[config.mk]
export PLATFORM = sky130hd
export DESIGN_NAME = pid_deadband_int_separation_top
export DESIGN_NICKNAME = d
export VERILOG_FILES = /design/src/rtl/pid_ds_pkg.sv /design/src/rtl/pid_deadband_int_separation_top.sv
export SDC_FILE = /design/constraint.sdc
export NUM_CORES = 2
export LEC_CHECK = 0
export BUFFER_PORTS_ARGS = -buffer_cell sky130_fd_sc_hd__buf_2
export CORE_MARGIN = 1.5
export CORE_UTILIZATION = 45
export DETAILED_ROUTE_END_ITERATION = 12
export PLACE_DENSITY = 0.61
export SYNTH_ARGS = -nofsm -noshare
export SYNTH_HDL_FRONTEND = slang
export SYNTH_SLANG_ARGS = --single-unit
[constraint.sdc]
create_clock -name clk -period 42.8 [get_ports clk]
set_input_delay 8.56 -clock clk [delete_from_list [all_inputs] [get_ports clk]]
set_output_delay 8.56 -clock clk [all_outputs]
set_load 0.005 [all_outputs]
[src/rtl/pid_ds_pkg.sv]
`default_nettype none
package pid_ds_pkg;

  // Field and register widths
  localparam int MEAS_W     = 16;
  localparam int GAIN_W     = 16;
  localparam int DB_W       = 15;
  localparam int SEP_W      = 17;
  localparam int ILIM_W     = 23;
  localparam int ERR_W      = 18;
  localparam int DIFF_W     = ERR_W + 1;
  localparam int INT_W      = 24;
  localparam int DRIVE_W    = 32;
  localparam int CFG_DATA_W = 23;
  localparam int CFG_IDX_W  = 3;

  // Gains are signed fixed point with this many fraction bits
  localparam int GAIN_FRAC_BITS = 8;

  localparam int PROD_P_W = GAIN_W + ERR_W;
  localparam int PROD_I_W = GAIN_W + INT_W;
  localparam int PROD_D_W = GAIN_W + DIFF_W;
  localparam int ACC_W    = PROD_I_W + 2;

  localparam int IN_TDATA_W  = 16;
  localparam int OUT_TDATA_W = 40;

  localparam logic [SEP_W-1:0]  SEP_LIMIT_RST = '1;
  localparam logic [ILIM_W-1:0] INT_LIMIT_RST = '1;

  typedef enum logic [CFG_IDX_W-1:0] {
    CFG_TARGET        = 3'd0,
    CFG_TARGET_OFFSET = 3'd1,
    CFG_KP            = 3'd2,
    CFG_KI            = 3'd3,
    CFG_KD            = 3'd4,
    CFG_DEAD_BAND     = 3'd5,
    CFG_SEP_LIMIT     = 3'd6,
    CFG_INT_LIMIT     = 3'd7
  } cfg_idx_t;

endpackage
`default_nettype wire

[src/rtl/pid_deadband_int_separation_top.sv]
`default_nettype none
// Channel | Direction | tdata fields (low bit up)              | tuser / tlast
// in_     | slave     | measured_value[15:0]                    | none
// out_    | master    | drive[31:0], drive_saturated, pad[6:0]  | none
// cfg_    | write     | cfg_index selects register, cfg_wdata   | none
//
// Single pass: the input register holds the sample; error, dead band, integral
// update, three products, floor shift and saturation settle combinationally
// into the result register when it is free, one item per cycle sustained;
// the input stalls only while a result waits on out_tready. Reset (rst_n
// low, synchronous) empties both registers and restores registers and state.
module pid_deadband_int_separation_top (
  input  wire logic                              clk,
  input  wire logic                              rst_n,
  input  wire logic                              in_tvalid,
  output logic                                   in_tready,
  input  wire logic [pid_ds_pkg::IN_TDATA_W-1:0] in_tdata,   // measured_value[15:0]
  output logic                                   out_tvalid,
  input  wire logic                              out_tready,
  // drive[31:0], drive_saturated[32], zero[39:33]
  output logic [pid_ds_pkg::OUT_TDATA_W-1:0]     out_tdata,
  input  wire logic                              cfg_wr_en,
  input  wire logic [pid_ds_pkg::CFG_IDX_W-1:0]  cfg_index,
  input  wire logic [pid_ds_pkg::CFG_DATA_W-1:0] cfg_wdata
);
  import pid_ds_pkg::*;

  // Configuration registers
  logic signed [GAIN_W-1:0] target_r, target_offset_r, kp_r, ki_r, kd_r;
  logic [DB_W-1:0]          dead_band_r;
  logic [SEP_W-1:0]         sep_limit_r;
  logic [ILIM_W-1:0]        int_limit_r;

  always_ff @(posedge clk) begin
    if (!rst_n) begin
      target_r        <= '0;
      target_offset_r <= '0;
      kp_r            <= '0;
      ki_r            <= '0;
      kd_r            <= '0;
      dead_band_r     <= '0;
      sep_limit_r     <= SEP_LIMIT_RST;
      int_limit_r     <= INT_LIMIT_RST;
    end else if (cfg_wr_en) begin
      unique case (cfg_idx_t'(cfg_index))
        CFG_TARGET:        target_r        <= cfg_wdata[GAIN_W-1:0];
        CFG_TARGET_OFFSET: target_offset_r <= cfg_wdata[GAIN_W-1:0];
        CFG_KP:            kp_r            <= cfg_wdata[GAIN_W-1:0];
        CFG_KI:            ki_r            <= cfg_wdata[GAIN_W-1:0];
        CFG_KD:            kd_r            <= cfg_wdata[GAIN_W-1:0];
        CFG_DEAD_BAND:     dead_band_r     <= cfg_wdata[DB_W-1:0];
        CFG_SEP_LIMIT:     sep_limit_r     <= cfg_wdata[SEP_W-1:0];
        CFG_INT_LIMIT:     int_limit_r     <= cfg_wdata[ILIM_W-1:0];
      endcase
    end
  end

  // Valids and flow control
  logic in_valid_r, out_valid_r;
  logic out_free, advance;

  assign out_free  = !out_valid_r || out_tready;
  assign in_tready = !in_valid_r || out_free;
  assign advance   = in_valid_r && out_free;

  always_ff @(posedge clk) begin
    if (!rst_n) begin
      in_valid_r  <= 1'b0;
      out_valid_r <= 1'b0;
    end else begin
      if (in_tready) in_valid_r  <= in_tvalid;
      if (out_free)  out_valid_r <= in_valid_r;
    end
  end

  // Input register
  logic [MEAS_W-1:0] meas_r;

  always_ff @(posedge clk) begin
    if (in_tready) meas_r <= in_tdata[MEAS_W-1:0];
  end

  // Error, dead band, integral separation and clamp, derivative difference
  logic signed [MEAS_W-1:0] meas;
  logic signed [ERR_W-1:0]  err_raw, err_db;
  logic signed [DIFF_W-1:0] err_ext, err_db_ext, db_s, sep_s;
  logic                     in_band, integrate;
  logic signed [INT_W:0]    isum, lim_s, iclamp;
  logic signed [INT_W-1:0]  integ_nxt, integral_sum_r;
  logic signed [ERR_W-1:0]  prev_err_r;
  logic signed [DIFF_W-1:0] diff;

  always_comb begin
    meas       = $signed(meas_r);
    err_raw    = ERR_W'(target_r) + ERR_W'(target_offset_r) - ERR_W'(meas);
    err_ext    = DIFF_W'(err_raw);
    db_s       = $signed({{(DIFF_W-DB_W){1'b0}}, dead_band_r});
    in_band    = (err_ext >= -db_s) && (err_ext <= db_s);
    err_db     = in_band ? '0 : err_raw;
    err_db_ext = DIFF_W'(err_db);
    sep_s      = $signed({{(DIFF_W-SEP_W){1'b0}}, sep_limit_r});
    integrate  = (err_db_ext > -sep_s) && (err_db_ext < sep_s);

    isum  = (INT_W+1)'(integral_sum_r) + (INT_W+1)'(err_db);
    lim_s = $signed({{(INT_W+1-ILIM_W){1'b0}}, int_limit_r});
    priority if (isum > lim_s)  iclamp = lim_s;
    else if (isum < -lim_s)     iclamp = -lim_s;
    else                        iclamp = isum;
    integ_nxt = integrate ? iclamp[INT_W-1:0] : integral_sum_r;

    diff = err_db_ext - DIFF_W'(prev_err_r);
  end

  always_ff @(posedge clk) begin
    if (!rst_n) begin
      integral_sum_r <= '0;
      prev_err_r     <= '0;
    end else if (advance) begin
      integral_sum_r <= integ_nxt;
      prev_err_r     <= err_db;
    end
  end

  // Gain products, sum, floor shift, saturate
  logic signed [PROD_P_W-1:0] prod_p;
  logic signed [PROD_I_W-1:0] prod_i;
  logic signed [PROD_D_W-1:0] prod_d;
  logic signed [ACC_W-1:0]    acc, acc_sh;
  logic [ACC_W-DRIVE_W:0]     hi_bits;
  logic                       sat_nxt;
  logic [DRIVE_W-1:0]         drive_nxt, drive_r;
  logic                       sat_r;

  always_comb begin
    prod_p  = PROD_P_W'(kp_r) * PROD_P_W'(err_db);
    prod_i  = PROD_I_W'(ki_r) * PROD_I_W'(integ_nxt);
    prod_d  = PROD_D_W'(kd_r) * PROD_D_W'(diff);
    acc     = ACC_W'(prod_p) + ACC_W'(prod_i) + ACC_W'(prod_d);
    acc_sh  = acc >>> GAIN_FRAC_BITS;
    hi_bits = acc_sh[ACC_W-1:DRIVE_W-1];
    sat_nxt = !((&hi_bits) || !(|hi_bits));
    if (sat_nxt) begin
      drive_nxt = acc_sh[ACC_W-1] ? {1'b1, {(DRIVE_W-1){1'b0}}}
                                  : {1'b0, {(DRIVE_W-1){1'b1}}};
    end else begin
      drive_nxt = acc_sh[DRIVE_W-1:0];
    end
  end

  always_ff @(posedge clk) begin
    if (out_free) begin
      drive_r <= drive_nxt;
      sat_r   <= sat_nxt;
    end
  end

  assign out_tvalid = out_valid_r;
  assign out_tdata  = {{(OUT_TDATA_W-DRIVE_W-1){1'b0}}, sat_r, drive_r};

endmodule
`default_nettype wire
==> summary.md <==
| Metric | Value |
|---|---|
| CP Max Fanout | 32 |
| Library cell appearing most often on the critical path | sky130_fd_sc_hd__fa_1 |
| Detailed-route wire length per cell | 22.8 µm |
| Number of antenna violations at the first check in global routing | 2 |
| Synthesis-stage register bit count | 228 |
| Synth Area in Adders | 51.7% |
| Simple-gate share of the synthesized area | 13.9% |
| Avg Inst Size Synth | 9.00 µm² |
| Data arrival time of the critical path | 20.98 ns |
| Die outline area | 123000 µm² |
| Number of enable flip-flop cells after synthesis | 49 |
| Type of element launching the critical path | flop |
| RR Startpoint | target_r[10]$_SDFFE_PN0P_ |
| Synth Area in Compound Gates | 11.0% |
| Most used standard cell by instance count after synthesis | sky130_fd_sc_hd__inv_1 |
| Combinational family with the most area after synthesis | adder cells |
| Transition at the pin with the smallest max-transition slack | 1.24 ns |
| Setup repair after global routing missed its margin | false |
| Number of instances in the synthesized netlist | 6066 |
| Area inside the core boundary | 120000 µm² |
| Total Power Consumption | 2.46 mW |
| Number of buffers inserted by post-CTS setup repair | 0 |
| Vias in the first global route | 44.6k |
| Final setup fails | 0 |
| Area overhead of the layout relative to synthesis | 5.60% |
| Clock Root Buffer | sky130_fd_sc_hd__clkbuf_16 |
| Hold WC Path Type | flop to flop |
| Number of maximum-capacitance violations | 0 |
| Delay contributed by the slowest stage of the critical path | 1.02 ns |
| Synth cell types | 102 |
| Number of failing hold endpoints at the final stage | 0 |
| Routability congestion estimate from global placement | 0.955 |
| First-pass detailed-route iteration total | 6 |
| Top_reg_cell synth | sky130_fd_sc_hd__dfxtp_1 |
| Worst setup path startpoint | target_r[10]$_SDFFE_PN0P_ |
| Post-DRT Antenna Nets | 0 |
| Global-route wire length before repair | 272 mm |
| Fraction of registers with async set or reset after synthesis | 0% |
| Total number of yosys warnings | 0 |
| CTS H-tree depth | 1 |
| Mux contribution to synthesized area | 0.589% |
| Sum of overflow across all layers after global routing | 0 |
| Run status | finished, final reports clean |
| Worst r2r path cells | 62 |
| Average via count per standard cell | 5.50 |
| Final standard cell area without fillers | 57700 µm² |
| Vert. Die Dim | 351 µm |
| Number of primary I/O pins | 89 |
| Via count | 41.7k |
| Number of hold-repair buffers added at the cts stage | 0 |
| Post-Route Setup TNS | 0 ns |
| Proportion of layout cells with a drive suffix above 1 | 5.56% |
| Total track usage | 29.2% |
| Final worst-path cycle share | 48.1% |
| Setup slack of the worst register-to-register path | 22.21 ns |
| Clock latency on the worst-skew pair | 0.64 ns |
| Detailed placement HPWL | 143 mm |
| XOR/XNOR share of the synthesized area | 1.92% |
| Clock-pin slew on the worst setup and hold paths | 0.06 ns |
| Seq/Total Area, Yosys | 9.26% |
| Number of buffers inserted during clock tree synthesis | 31 |
| Commonest cells post-synth | sky130_fd_sc_hd__inv_1 (1306), sky130_fd_sc_hd__fa_1 (1166), sky130_fd_sc_hd__nand2_1 (836) |
| Final period demand of the worst path | 20.59 ns |
| Final slew viol count | 0 |
| Endpoint of the most critical register-to-register path | sat_r$_DFFE_PN_ |
| Share of the synthesized area in the top cell type | 42.8% |
| Max_slew headroom | 14.8% |
| Placed inst area | 56500 µm² |
| Post-layout nets | 7553 |
| DRC errors left | 0 |
| IR drop worst, VDD | 0.0823 mV |
| Type of element capturing the critical path | flop |
| Effective utilization at floorplan | 45.4% |
| Top cell type by total area after synthesis | sky130_fd_sc_hd__fa_1 |
| Highest clock frequency the design can meet | 48.6 MHz |
| Number of buffers on the longest clock path | 3 |
| Maximum number of pins on one net before global-route repair | 101 |
| Drt first-iter violations | 3291 |
| Library cell contributing the largest single delay on the critical path | sky130_fd_sc_hd__mux2i_1 |
| Chip width | 351 µm |
| Port Buffers | 81 |
| Row count | 127 |
| Required arrival time at the worst endpoint | 43.19 ns |
| Leakage power | 28.8 nW |
| Power density over the cells | 42.6 nW/µm² |
| Area of the mapped netlist | 54600 µm² |
| Critical Setup Path Class | flop to flop |
| TritonCTS sink count | 228 |
| CTS tree | done |
| Critical path capture point | sat_r$_DFFE_PN_ |
| Top cells by area in the synthesized netlist | sky130_fd_sc_hd__fa_1 (43%), sky130_fd_sc_hd__inv_1 (9.0%), sky130_fd_sc_hd__ha_1 (8.9%), sky130_fd_sc_hd__dfxtp_1 (6.6%), sky130_fd_sc_hd__nand2_1 (5.7%) |
| Post-CTS Resized | 0 |
| Total Routed Length | 173 mm |
| Clock skew after layout | 0.0226 ns |
-- power by group --
part / leakage, nW / switching (mW) / internal [mW] / total, mW
registers: 1.97 / 0.0199 / 0.282 / 0.302
clock network: 0.540 / 0.118 / 0.171 / 0.289
logic: 26.3 / 1.24 / 0.633 / 1.87
total: 28.8 / 1.37 / 1.09 / 2.46
-- final cells by class --
cell class / count / area (µm²)
Fill cell: 11682 / 62500
Multi-Input combinational cell: 4191 / 43300
Sequential cell: 228 / 5050
Inverter: 1308 / 4910
Tap cell: 1612 / 2020
Timing Repair Buffer: 190 / 1230
Clock buffer: 42 / 897
Clock inverter: 16 / 213
Antenna cell: 2 / 5.00
-- worst max-delay path: cells and delay by family (launching register included) --
family / cells / cell delay (ns)
fa+ha+maj: 16 / 7.51
compound gates: 16 / 5.24
simple gates: 18 / 4.83
mux: 2 / 1.26
buf+inv: 10 / 1.12
flops: 1 / 0.33
-- kinds of logic (layout without fill, tap and decap cells) --
logic type,Yosys count,in the layout
compound gates,857,857
flops,228,228
simple gates,1622,1622
mux,30,30
fa+ha+maj,1556,1556
xor+xnor,119,119
other cells,1,9
buf+inv,1653,1556
-- worst min-delay path by stage --
stage	cells after the start	slack [ns]	startpoint	endpoint
global placement	2	0.45	dead_band_r[14]$_SDFFE_PN0P_	dead_band_r[14]$_SDFFE_PN0P_
CTS	2	0.47	target_r[4]$_SDFFE_PN0P_	target_r[4]$_SDFFE_PN0P_
floorplan	2	0.44	prev_err_r[11]$_SDFFE_PN0P_	prev_err_r[11]$_SDFFE_PN0P_
detailed placement	2	0.46	target_r[4]$_SDFFE_PN0P_	target_r[4]$_SDFFE_PN0P_
global route	2	0.49	target_offset_r[5]$_SDFFE_PN0P_	target_offset_r[5]$_SDFFE_PN0P_
finish	2	0.47	target_r[12]$_SDFFE_PN0P_	target_r[12]$_SDFFE_PN0P_
-- per-layer routing --
| layer | routed length, µm | part of all wire (%) | global-route usage (%) |
|---|---|---|---|
| met5 | 0 | 0 | 0 |
| met4 | 7540 | 4.4 | 10.9 |
| met3 | 13400 | 7.7 | 4.66 |
| met2 | 79700 | 46 | 47.0 |
| met1 | 72300 | 42 | 39.6 |
-- registers in the layout, indices dropped and copies added (netlist names), 15 cells and up --
name	count
int_limit_r	23
kd_r	16
drive_r	32
target_r	16
kp_r	16
sep_limit_r	17
meas	16
target_offset_r	16
integral_sum_r	24
ki_r	16
dead_band_r	15
prev_err_r	18
-- metrics by stage --
step | hold slack [ns] | setup slack (ns) | utilization [%] | instances
after floorplan | 0.443 | 25.14 | - | 6072
after global placement | 0.454 | 22.86 | 47.1 | 7529
after detailed placement | 0.461 | 22.46 | 47.1 | 7529
after CTS | 0.469 | 22.30 | 48.0 | 7587
after global routing | 0.485 | 21.12 | 48.0 | 7587
final | 0.467 | 22.21 | 48.0 | 7589
-- placed cells by master, fill, tap and decap left out, types with 49 or more instances in the layout --
master | synthesis | routed
sky130_fd_sc_hd__inv_1 | 1306 | 1305
sky130_fd_sc_hd__fa_1 | 1166 | 1166
sky130_fd_sc_hd__nand2_1 | 836 | 836
sky130_fd_sc_hd__ha_1 | 390 | 390
sky130_fd_sc_hd__dfxtp_1 | 179 | 179
sky130_fd_sc_hd__and2_1 | 140 | 139
sky130_fd_sc_hd__a21boi_0 | 139 | 138
sky130_fd_sc_hd__o21ai_0 | 137 | 135
sky130_fd_sc_hd__nand3_1 | 130 | 130
sky130_fd_sc_hd__nor2_1 | 128 | 125
sky130_fd_sc_hd__and3_1 | 122 | 122
sky130_fd_sc_hd__a21oi_1 | 121 | 120
sky130_fd_sc_hd__buf_4 | 15 | 110
sky130_fd_sc_hd__xnor2_1 | 95 | 94
sky130_fd_sc_hd__a21o_1 | 84 | 83
sky130_fd_sc_hd__buf_2 | 34 | 80
sky130_fd_sc_hd__nor2b_1 | 65 | 64
sky130_fd_sc_hd__o211ai_1 | 62 | 62
sky130_fd_sc_hd__a22oi_1 | 60 | 60
sky130_fd_sc_hd__nand2b_1 | 58 | 58
sky130_fd_sc_hd__o21a_1 | 49 | 49
sky130_fd_sc_hd__edfxtp_1 | 49 | 49
(Power assumes the default switching activity.)
